`src/rtl/bis_pkg.sv`:
```
// ----------------------------------------------------------------------------
// bis_pkg
// shared types, constants and blend helpers for the bilinear image scaler
// ----------------------------------------------------------------------------
package bis_pkg;

  // quotient bits kept by the coordinate dividers: the clamp limits stay below 2^28
  localparam int QW     = 29;
  localparam int CFG_W  = 13;
  localparam int ADDR_W = 24;
  localparam int QDEPTH = 2;
  localparam int HALF_TEXEL = 32768;

  localparam logic MODE_WRITE  = 1'b0;
  localparam logic MODE_SAMPLE = 1'b1;

  localparam logic [0:0] REG_OUT_WIDTH  = 1'b0;
  localparam logic [0:0] REG_OUT_HEIGHT = 1'b1;

  localparam logic [CFG_W-1:0] OUT_WIDTH_RST  = 13'd640;
  localparam logic [CFG_W-1:0] OUT_HEIGHT_RST = 13'd480;

  localparam logic [31:0] ALPHA_ON = 32'hFF000000;

  // one item as it moves through the divider stages
  typedef struct packed {
    logic             mode;
    logic [17:0]      idx;
    logic [23:0]      rgb;
    logic [11:0]      ox;
    logic [13:0]      plow;
    logic [CFG_W-1:0] w;
    logic [CFG_W-1:0] h;
    logic [CFG_W-1:0] rem_x;
    logic [QW-1:0]    q_x;
    logic [CFG_W-1:0] rem_y;
    logic [QW-1:0]    q_y;
    logic             sat_y;
  } div_stage_t;

  typedef struct packed {
    logic             q;
    logic [CFG_W-1:0] rem;
  } div_res_t;

  // queue entry between front and back
  typedef struct packed {
    logic              wr;
    logic [ADDR_W-1:0] addr_a;
    logic [ADDR_W-1:0] addr_b;
    logic [ADDR_W-1:0] addr_c;
    logic [ADDR_W-1:0] addr_d;
    logic [23:0]       rgb;
    logic [7:0]        wx;
    logic [7:0]        wy;
  } qent_t;

  // one restoring division step
  function automatic div_res_t div_step(input logic [CFG_W-1:0] rem, input logic din,
                                        input logic [CFG_W-1:0] d);
    logic [CFG_W:0] sh;
    div_res_t       r;
    sh    = {rem, din};
    r.q   = (sh >= {1'b0, d});
    r.rem = r.q ? CFG_W'(sh - {1'b0, d}) : CFG_W'(sh);
    return r;
  endfunction

  function automatic logic [7:0] lerp8(input logic [7:0] p, input logic [7:0] q,
                                       input logic [7:0] w);
    logic [16:0] wp;
    logic [16:0] s;
    wp = 17'd256 - {9'd0, w};
    s  = ({9'd0, p} * wp) + ({9'd0, q} * {9'd0, w});
    return s[15:8];
  endfunction

  function automatic logic [23:0] lerp_rgb(input logic [23:0] p, input logic [23:0] q,
                                           input logic [7:0] w);
    return {lerp8(p[23:16], q[23:16], w), lerp8(p[15:8], q[15:8], w),
            lerp8(p[7:0], q[7:0], w)};
  endfunction

endpackage

```
`src/rtl/bis_queue.sv`:
```
// ----------------------------------------------------------------------------
// bis_queue
// short queue between the address front and the texel back
// ----------------------------------------------------------------------------
module bis_queue import bis_pkg::*; (
  input  logic  clk,
  input  logic  rst_n,
  input  logic  push_i,
  input  qent_t push_ent_i,
  output logic  deq_valid_o,
  output qent_t deq_ent_o,
  output logic  full_o
);

  localparam int PTR_W = $clog2(QDEPTH);
  localparam int CNT_W = $clog2(QDEPTH + 1);

  qent_t            ent_r [QDEPTH];
  logic [PTR_W-1:0] wr_ptr_r, wr_ptr_nxt, rd_ptr_r, rd_ptr_nxt;
  logic [CNT_W-1:0] cnt_r, cnt_nxt;
  logic             pop;

  // the back never stalls, so anything held leaves at once
  assign pop = (cnt_r != '0);

  always_comb begin
    wr_ptr_nxt = push_i ? PTR_W'(wr_ptr_r + 1'b1) : wr_ptr_r;
    rd_ptr_nxt = pop ? PTR_W'(rd_ptr_r + 1'b1) : rd_ptr_r;
    cnt_nxt    = CNT_W'(cnt_r + CNT_W'(push_i) - CNT_W'(pop));
  end

  always_ff @(posedge clk) begin
    if (!rst_n) begin
      wr_ptr_r <= '0;
      rd_ptr_r <= '0;
      cnt_r    <= '0;
    end else begin
      wr_ptr_r <= wr_ptr_nxt;
      rd_ptr_r <= rd_ptr_nxt;
      cnt_r    <= cnt_nxt;
    end
  end

  always_ff @(posedge clk) begin
    if (push_i) begin
      ent_r[wr_ptr_r] <= push_ent_i;
    end
  end

  assign deq_valid_o = pop;
  assign deq_ent_o   = ent_r[rd_ptr_r];
  assign full_o      = (cnt_r == CNT_W'(QDEPTH));

`ifndef SYNTHESIS
  a_no_overflow: assert property (@(posedge clk) disable iff (!rst_n)
    !(push_i && full_o))
    else $error("queue push while full");

  a_empty_push_leaves: assert property (@(posedge clk) disable iff (!rst_n)
    (push_i && cnt_r == '0) |=> deq_valid_o)
    else $error("queue entry not presented after push into empty queue");
`endif

endmodule

```
`config.mk`:
```
export PLATFORM = sky130hd
export DESIGN_NAME = bis_queue
export DESIGN_NICKNAME = d
export VERILOG_FILES = /design/src/rtl/bis_pkg.sv /design/src/rtl/bis_queue.sv
export SDC_FILE = /design/constraint.sdc
export NUM_CORES = 1
export LEC_CHECK = 0
export BUFFER_PORTS_ARGS = -buffer_cell sky130_fd_sc_hd__buf_2
export CORE_ASPECT_RATIO = 1.1
export CORE_MARGIN = 2
export CORE_UTILIZATION = 52
export CTS_BUF_LIST = sky130_fd_sc_hd__clkbuf_16
export CTS_CLUSTER_DIAMETER = 150
export DETAILED_ROUTE_END_ITERATION = 8
export PLACE_DENSITY = 0.79
export REMOVE_ABC_BUFFERS = 1
export SLEW_MARGIN = 20
export SYNTH_ARGS = -nofsm -noshare
export SYNTH_HDL_FRONTEND = slang
export SYNTH_SLANG_ARGS = --single-unit
```
`constraint.sdc`:
```
create_clock -name clk -period 9 [get_ports clk]
set_input_delay 1.8 -clock clk [delete_from_list [all_inputs] [get_ports clk]]
set_output_delay 1.8 -clock clk [all_outputs]
set_load 0.1 [all_outputs]
```
# == Yosys cells after proc, flatten, opt, wreduce, memory -nomap -nowiden ==
# Memories as Yosys holds them, arrays and structs flattened. A register that Yosys moved wholly into a read port is not among the register bits.
# Cells that the tools add are included.
# totals
regBits,4
word_cells,14
out_inout_bits,139
ram_bits,274
inputBits,140
mem_count,1
# mem_list
memory,depth,width,read_ports,rd_ports_with_merged_regs,write_ports,line,text
ent_r,2,137,1,1,1,bis_queue.sv:18,qent_t ent_r [QDEPTH];
# classes
n_eq_ne,1
reduce_logical,1
add_sub_neg,4
mux,4
# op_table
operator,n
$mux W1,4
$add A1 B1 Y1 const B,2
$add A2 B1 Y2,1
$eq A2 B2 Y1 const B,1
$reduce_bool A2 Y1,1
$sub A2 B1 Y2,1

# == Longest topological paths before layout ==
# Gate-level depths: netlist of run 1.
# logic_depth
word_depth,3
depth_mapped,4
depth_no_buf,4

# == Worst setup path after synthesis of run 1 ==
# No wires, ideal clock.
# synth_path
kind,input-to-reg
from,in push_i
to,"mem ent_r[0][0] (netlist bit), enable pin"
n_path_buf,0
setup_time_ps,651
path_stages,1
slack_ps,585
arrival_ps,7764
t_required_ps,8349
path_cell_list,nor2b_1
# synth_via
elab_chain_len,2
# synth_rtl
element,line,text
"start, declared",bis_queue.sv:8,"input logic push_i,"
$mux W1,bis_queue.sv:45,if (push_i) begin
$mux W1 (not written as such),bis_queue.sv:46,ent_r[wr_ptr_r] <= push_ent_i;
"end, declared",bis_queue.sv:18,
# No other way between the ends.

==> run_results.csv, run 1 <==
group,metric,value,unit
status,status,"completed",
logic_synthesis,synth_seq_cells,279,
flow_run,cap_violations,0,
floorplanning,dieWidth,137,um
critical_path,end_kind,"output pin",
detailed_routing,drt_wl_total,18600,um
sta,setup_viol,0,
power_and_ir_drop,p_leak,0.00472,uW
clock_tree,cts_tree,"built",
floorplanning,io_pins,279,
detailed_routing,via_per_inst,5.13,
critical_path,path_cells,"buf_4, mux2_2, buf_2",
floorplanning,dieArea,20700,um2
logic_synthesis,synth_cells,448,
critical_path,cp_slowest_stage_delay,0.97,ns
global_routing,grt_pass1_vias,5456,
logic_synthesis,synth_warnings,0,
critical_path,path_max_fanout,73,
finish,instances_no_fill,1008,
finish,syn2layout_area_growth,23.0,%
sta,finalSetupTns,0,ns
detailed_routing,drc,0,
placed_design,port-buffer-count,278,
floorplanning,initial_core_util,0.531,
detailed_routing,first_pass_iters,6,
clock_tree,cts-resized-gates,0,
finish,nets,885,
power_and_ir_drop,power.density,250,nW/um2
finish,layout-drive-gt1-share,0.599,
finish,fillers,1303,
sta,rsz0062_at_grt,"no",
logic_synthesis,ys_seq_area_frac,0.818,
sta,final.setup_skew,0.00713,ns
critical_path,cp.required,7.20,ns
logic_synthesis,ys_types,16,
power_and_ir_drop,total_power,3130,uW
logic_synthesis,synth_top_area_share,0.809,
power_and_ir_drop,ir_worst_vdd,0.185,mV
floorplanning,core,19200,um2
clock_tree,h-tree-depth,1,
clock_tree,numCtsBuffers,27,
min_path,hp-class,"reg -> reg",
global_routing,grt_max_degree,78,
logic_synthesis,syn_area,10200,um2
clock_tree,clockBufferDepth,3,
sta,max_freq,204,MHz
placed_design,dpl_cell_area,11700,um2
critical_path,cp-start-kind,"flop",
sta,worst_slew_pin_slew,1.03,ns
global_routing,grt_overflow,0,
finish,final_area,12500,um2
global_routing,antenna_found_initial,0,
logic_synthesis,yosysTopAreaCell,"edfxtp_1",
critical_path,slowest_stage,"dfxtp_4",
clock_tree,postCtsHoldBufs,0,
critical_path,worst-setup-path-type,"reg -> out",
placed_design,dp_hpwl,12200,um
clock_tree,clk_pin_slew,0.06,ns
logic_synthesis,yosys-top-cells-area,"edfxtp_1 81%, mux2_2 15%, clkbuf_8 1.4%",
sta,maxSlewViolCount,0,
clock_tree,ctsRootBufferMaster,"clkbuf_16",
detailed_routing,via_count,5168,
clock_tree,clock_latency,0.51,ns
finish,n_antenna_cell,0,
sta,slew_headroom,0.312,
placed_design,place_inst,962,
finish,final_util,0.653,
floorplanning,fp.dieH,151,um
global_routing,grt_usage,0.173,
sta,final_hold_viol_count,0,
placed_design,routabilityCongestion,0.753,
detailed_routing,drtIter0Drc,203,
detailed_routing,antenna_left,0,
detailed_routing,routedWlPerCell,18.5,um
global_routing,grt_first_pass_wirelength,27500,um
floorplanning,rows,53,
critical_path,cp_data_arrival_time,3.09,ns
clock_tree,post_cts_buffers,0,
sta,post-route-min-period,4.89,ns
clock_tree,numClockSinks,279,
sta,post-route-period-util,0.543,
logic_synthesis,syn_area_per_cell,22.7,um2
[routing by layer]
| layer | part of all wire | global-route usage | vias up | wire [um] |
|---|---|---|---|---|
| li1 | - | - | 2378 | - |
| met1 | 0.37 | 0.203 | 2525 | 6850 |
| met2 | 0.52 | 0.299 | 215 | 9600 |
| met3 | 0.084 | 0.0505 | 50 | 1560 |
| met4 | 0.033 | 0.0649 | 0 | 615 |
| met5 | 0 | 0 | - | 0 |
[worst paths after layout]
path | startpoint | to | slack, ns | depth (start not counted)
max reg2reg | wr_ptr_r | ent_r[1][10] | 6.50 | 2
max | flop | deq_ent_o[97] | 4.11 | 3
min | cnt_r[0] | cnt_r[1] | 0.57 | 2
min reg2reg | cnt_r[0] | cnt_r[1] | 0.57 | 2
[Yosys cell counts (all sizes together)]
library cell and number:
buf 5, nand2b 1, o21a 1, or3 1, and3 2, nand2 2, edfxtp 274, o21ai 1
ha 1, clkbuf 10, or2 1, mux2 137, and2 2, mux2i 1, dfxtp 5, nor2b 4
[worst max-delay path: cells and delay by family, from the launching register on]
family	cells	cell delay (ns)
DFF	1	0.97
buffers and inverters	2	1.21
muxes	1	0.32
[registers in the layout (all words and copies together) (netlist names), named ones only]
register	cells
wr_ptr_r	1
ent_r	274
rd_ptr_r	1
cnt_r	2
[report_power, final]
part,total [uW],internal [uW],leakage [uW],switching (uW)
Sequential,1520,1500,0.00261,22.8
Combinational,609,111,0.00169,498
Clock,1000,569,0.000415,431
[kinds of logic (layout without fill, tap and decap cells)]
family,Yosys count,in the layout,synth area share
DFF,279,279,0.818
AOI/OAI and AO/OA,2,2,0.00123
adders and majority gates,1,1,0.00123
buffers and inverters,15,328,0.0191
and+or+nand+nor,13,13,0.00750
muxes,138,138,0.153
[placed cells by master (no fill, tap or decap)]
cell and instances:
nor2b_4 1, nor2b_1 3, o21a_1 1, clkbuf_16 27, clkinv_2 3, inv_1 8
ha_1 1, inv_8 1, clkinvlp_4 1, mux2i_1 1, buf_4 4, nand2_1 2
or2_2 1, edfxtp_1 274, and3_1 2, buf_2 278, dfxtp_1 4, dfxtp_4 1
mux2_2 137, and2_1 1, o21ai_0 1, nand2b_1 1, clkinv_1 5, or3_1 1
and2_4 1, bufinv_16 1
[through the flow]
stage                     setup WS [ns]  hold slack (ns)
after global placement             4.67            0.510
final                              4.11            0.566
after global routing               3.93            0.602
after detailed placement           4.61            0.559
after floorplan                   0.585            0.494
after CTS                          4.04            0.568
[cell type report]
| cell class | count | area [um2] | area share |
|---|---|---|---|
| clock inverter | 19 | 113 | 0.00900 |
| sequential | 279 | 8330 | 0.666 |
| tap | 247 | 309 | 0.0247 |
| clock buffer | 27 | 676 | 0.0540 |
| timing repair buffer | 282 | 1420 | 0.114 |
| multi-input combinational | 154 | 1660 | 0.133 |
No activity file was read; power rests on OpenSTA's default activity.
==> inputs of run 2 (changes only) <==
==> constraint.sdc (replaced) <==
create_clock -name clk -period 4.9 [get_ports clk]
set_input_delay 0.98 -clock clk [delete_from_list [all_inputs] [get_ports clk]]
set_output_delay 0.98 -clock clk [all_outputs]
set_load 0.1 [all_outputs]
==> run 2 against run 1 <==
Net effect: critical path depth unchanged; sequential power increased by 83%; power increased by 86%; wire length decreased by 1.6%.
==> run_results.csv, run 2 (same netlist as run 1, synthesis figures left out) <==
group,metric,value,unit
finish,layout-drive-gt1-share,0.599,
detailed_routing,drtIter0Drc,245,
clock_tree,h-tree-depth,1,
critical_path,cp_slowest_stage_delay,0.43,ns
floorplanning,dieWidth,137,um
clock_tree,cts-resized-gates,0,
clock_tree,numCtsBuffers,26,
clock_tree,clock_latency,0.51,ns
detailed_routing,via_count,5147,
min_path,hp-class,"reg -> reg",
floorplanning,fp.dieH,151,um
power_and_ir_drop,p_leak,0.00475,uW
critical_path,cp.required,3.92,ns
finish,syn2layout_area_growth,23.9,%
sta,setup_ws,1.66,ns
clock_tree,clk_pin_slew,0.06,ns
sta,rsz0062_at_grt,"no",
detailed_routing,via_per_inst,5.10,
detailed_routing,drc,0,
sta,post-route-min-period,3.24,ns
finish,final_common_cell,"buf_2",
global_routing,grt_overflow,0,
finish,instances_no_fill,1010,
finish,largest_reg_flops,274,
detailed_routing,drt_wl_total,18300,um
global_routing,grt_usage,0.168,
power_and_ir_drop,power.density,464,nW/um2
power_and_ir_drop,ir_worst_vdd,0.346,mV
critical_path,cp-start-kind,"flop",
placed_design,dp_hpwl,12000,um
detailed_routing,routedWlPerCell,18.2,um
sta,slew_headroom,0.330,
finish,final_cell_mix,"278 x buf_2, 274 x edfxtp_1, 137 x mux2_2",
flow_run,cap_violations,0,
sta,final_hold_viol_count,0,
global_routing,grt_first_pass_wirelength,26700,um
finish,n_antenna_cell,0,
detailed_routing,antenna_left,0,
clock_tree,clockBufferDepth,3,
finish,regMostFlops,"ent_r",
placed_design,place_inst,963,
placed_design,routabilityCongestion,0.777,
global_routing,antenna_found_initial,0,
global_routing,grt_max_degree,138,
clock_tree,cts_tree,"built",
placed_design,port-buffer-count,278,
critical_path,slowest_stage,"buf_12",
detailed_routing,first_pass_iters,5,
floorplanning,dieArea,20700,um2
floorplanning,initial_core_util,0.531,
sta,maxSlewViolCount,0,
placed_design,post-place-ws,2.07,ns
status,status,"completed",
sta,final.setup_skew,0.0202,ns
sta,finalSetupTns,0,ns
critical_path,end_kind,"output pin",
floorplanning,core,19200,um2
sta,post-route-period-util,0.662,
sta,max_freq,308,MHz
critical_path,path_max_fanout,137,
clock_tree,postCtsHoldBufs,0,
clock_tree,post_cts_buffers,0,
finish,top_regs,"ent_r (274), cnt_r (2)",
clock_tree,ctsRootBufferMaster,"clkbuf_16",
finish,nets,885,
sta,worst_slew_pin_slew,1.00,ns
global_routing,grt_pass1_vias,5408,
clock_tree,numClockSinks,279,
critical_path,worst-setup-path-type,"reg -> out",
critical_path,cp_data_arrival_time,2.26,ns
critical_path,path_cells,"buf_12, mux2_2, buf_2",
floorplanning,rows,53,
sta,setup_viol,0,
floorplanning,io_pins,279,
[run 2: final timing paths]
path	start	to	slack, ns	depth (start not counted)
min reg2reg	cnt_r[0]	cnt_r[1]	0.54	2
max	flop	deq_ent_o[23]	1.66	3
min	cnt_r[0]	cnt_r[1]	0.54	2
max reg2reg	wr_ptr_r	ent_r[0][80]	2.90	2
[run 2: report_power, final]
| part | leakage [uW] | internal (uW) | total, uW | switching [uW] |
|---|---|---|---|---|
| clock | 0.000431 | 1150 | 1920 | 777 |
| sequential | 0.00261 | 2760 | 2780 | 26.7 |
| combinational | 0.00171 | 209 | 1140 | 929 |
| total | 0.00475 | 4110 | 5840 | 1730 |
[run 2: layout make-up]
type / count / area [um2]
Sequential cell: 279 / 8330
Fill cell: 1347 / 6560
Multi-Input combinational cell: 154 / 1660
Timing Repair Buffer: 283 / 1470
Clock buffer: 27 / 676
Tap cell: 247 / 309
Clock inverter: 20 / 158
[run 2: layer usage]
metal	track usage	routed length (um)	vias to the layer above
met1	0.182	6510	2493
met4	0.0613	585	0
met2	0.309	9710	217
met5	0	0	-
li1	-	-	2386
met3	0.0481	1530	51
[run 2: stage by stage]
stage / power [uW] / hold slack [ns] / cell area, um2 / utilization
after floorplan: 3780 / 0.494 / 9980 / -
after global placement: 3960 / 0.516 / 11800 / 0.614
after detailed placement: 3980 / 0.540 / 11800 / 0.614
after CTS: 5900 / 0.547 / 12600 / 0.658
after global routing: 6030 / 0.571 / 12600 / 0.658
final: 5840 / 0.541 / 12600 / 0.658
[run 2: critical path, delay by kind of cell, from the launching register on]
family / cells / cell delay [ns]
buffers and inverters: 2 / 0.86
flip-flops: 1 / 0.35
multiplexers: 1 / 0.32
==> inputs of run 3 (changes only) <==
==> constraint.sdc (replaced) <==
create_clock -name clk -period 3.1 [get_ports clk]
set_input_delay 0.62 -clock clk [delete_from_list [all_inputs] [get_ports clk]]
set_output_delay 0.62 -clock clk [all_outputs]
set_load 0.1 [all_outputs]
==> run 3 against run 2 <==
Net effect: sequential power grew 59%; final cell count rose by 0.20%; via count fell by 0.76%; global-route usage is 0.87 points higher; setup slack lost 1.4 ns; first-iteration DRC count increased by 11%; power is 65% higher; final area is 1.3% higher; die area stayed put; combinational power up 58%; critical path depth unchanged; wire length increased by 3.8%; critical path type unchanged; highest routed layer unchanged.
==> run_results.csv, run 3 (same netlist as run 1, synthesis figures left out) <==
group,metric,value,unit
min_path,holdPathStages,1,
sta,maxSlewViolCount,0,
finish,final_util,0.666,
detailed_routing,antenna_left,0,
sta,rsz0062_at_grt,"no",
critical_path,path_max_fanout,57,
detailed_routing,drc,0,
finish,syn2layout_area_growth,25.5,%
clock_tree,clockBufferDepth,3,
clock_tree,ctsRootBufferMaster,"clkbuf_16",
finish,final_common_cell,"buf_2",
clock_tree,clock_latency,0.51,ns
sta,final.setup_skew,0.0112,ns
power_and_ir_drop,total_power,9650,uW
sta,finalSetupTns,0,ns
sta,max_freq,353,MHz
finish,nets,888,
global_routing,grt_usage,0.177,
power_and_ir_drop,combPwrFrac,0.187,
power_and_ir_drop,power.density,756,nW/um2
critical_path,worst-setup-path-type,"reg -> out",
power_and_ir_drop,intPower,6850,uW
flow_run,cap_violations,0,
critical_path,end_kind,"output pin",
global_routing,antenna_found_initial,0,
placed_design,port-buffer-count,278,
detailed_routing,via_count,5108,
sta,post-route-min-period,2.83,ns
placed_design,post-place-ws,0.772,ns
power_and_ir_drop,p_seq_frac,0.457,
sta,setup_viol,0,
critical_path,r2r_cells,2,
global_routing,grt_pass1_vias,5516,
finish,layout-drive-gt1-share,0.609,
detailed_routing,first_pass_iters,4,
finish,largest_reg_flops,274,
finish,regArea,8330,um2
clock_tree,cts-resized-gates,0,
global_routing,grt_max_degree,58,
clock_tree,postCtsHoldBufs,0,
finish,n_antenna_cell,0,
status,status,"completed",
clock_tree,numClockSinks,279,
global_routing,grt_first_pass_wirelength,28000,um
sta,final_hold_viol_count,0,
critical_path,cp.required,2.48,ns
sta,hold_ws,0.291,ns
power_and_ir_drop,netSwitchingPower,2800,uW
clock_tree,cts_tree,"built",
sta,worst_slew_pin_slew,0.512,ns
power_and_ir_drop,clkPwrFrac,0.356,
finish,top_regs,"ent_r (274), cnt_r (2)",
finish,fillers,1283,
sta,slew_headroom,0.661,
min_path,hp-class,"in -> reg",
power_and_ir_drop,ir_worst_vdd,0.530,mV
detailed_routing,routedWlPerCell,18.8,um
clock_tree,numCtsBuffers,27,
global_routing,grt_overflow,0,
critical_path,cp_data_arrival_time,2.21,ns
sta,post-route-period-util,0.914,
floorplanning,initial_core_util,0.531,
finish,regMostFlops,"ent_r",
critical_path,cp-start-kind,"flop",
power_and_ir_drop,sw_frac_of_total,0.290,
placed_design,routabilityCongestion,0.766,
clock_tree,h-tree-depth,1,
floorplanning,dieArea,20700,um2
detailed_routing,via_per_inst,5.05,
floorplanning,dieWidth,137,um
clock_tree,post_cts_buffers,0,
placed_design,dp_hpwl,12600,um
detailed_routing,drt_wl_total,19000,um
clock_tree,clk_pin_slew,0.06,ns
power_and_ir_drop,p_leak,0.00482,uW
floorplanning,io_pins,279,
floorplanning,fp.dieH,151,um
finish,multi_input_area,1660,um2
detailed_routing,drtIter0Drc,271,
floorplanning,rows,53,
floorplanning,core,19200,um2
sta,setup_ws,0.268,ns
finish,final_cell_mix,"278 x buf_2, 274 x edfxtp_1, 137 x mux2_2",
run 3: changes by cell type in the layout (fill, tap and decap cells not counted):
cell | previous run | this run
clkinv_2 | 3 | 6
buf_4 | 2 | 1
buf_12 | 3 | 6
inv_1 | 6 | 3
clkinv_1 | 8 | 4
bufinv_16 | 3 | 7
run 3: per-stage QoR:
stage	cells	cell area (um2)
2_1_floorplan	433	9980
3_3_place_gp	965	11800
3_5_place_dp	965	11800
4_1_cts	1012	12800
5_1_grt	1012	12800
6_report	1012	12800
run 3: power groups by stage:
stage / clock network, uW / logic [uW] / registers [uW]
finish: 3440 / 1800 / 4410
global placement: 0 / 1790 / 4480
CTS: 3520 / 1820 / 4410
floorplan: 0 / 1450 / 4530
global route: 3660 / 1860 / 4420
detailed placement: 0 / 1810 / 4490
run 3: cell type report:
cell class / instances / share of cell area
Clock buffer: 27 / 0.0529
Timing Repair Buffer: 285 / 0.119
Tap cell: 247 / 0.0242
Multi-Input combinational cell: 154 / 0.130
Sequential cell: 279 / 0.653
Clock inverter: 20 / 0.0209
run 3: worst paths after layout:
check	startpoint	endpoint	slack [ns]
worst min-delay path	push_ent_i[40]	ent_r[0][40]	0.29
worst min register to register	cnt_r[1]	cnt_r[1]	0.56
worst max register to register	wr_ptr_r	ent_r[1][117]	1.57
worst max-delay path	flop	deq_ent_o[114]	0.27
run 3: per-layer routing:
layer  vias up  track usage  share of wire
met5         -            0              0
met4         0       0.0619          0.027
met3        37       0.0448          0.074
met2       202        0.316           0.52
met1      2489        0.206           0.38
li1       2380            -              -
run 3: worst max-delay path, stage by stage, from the launching register on:
cell     delay, ns
dfxtp_4       0.63
buf_12        0.33
mux2_2        0.40
buf_2         0.30
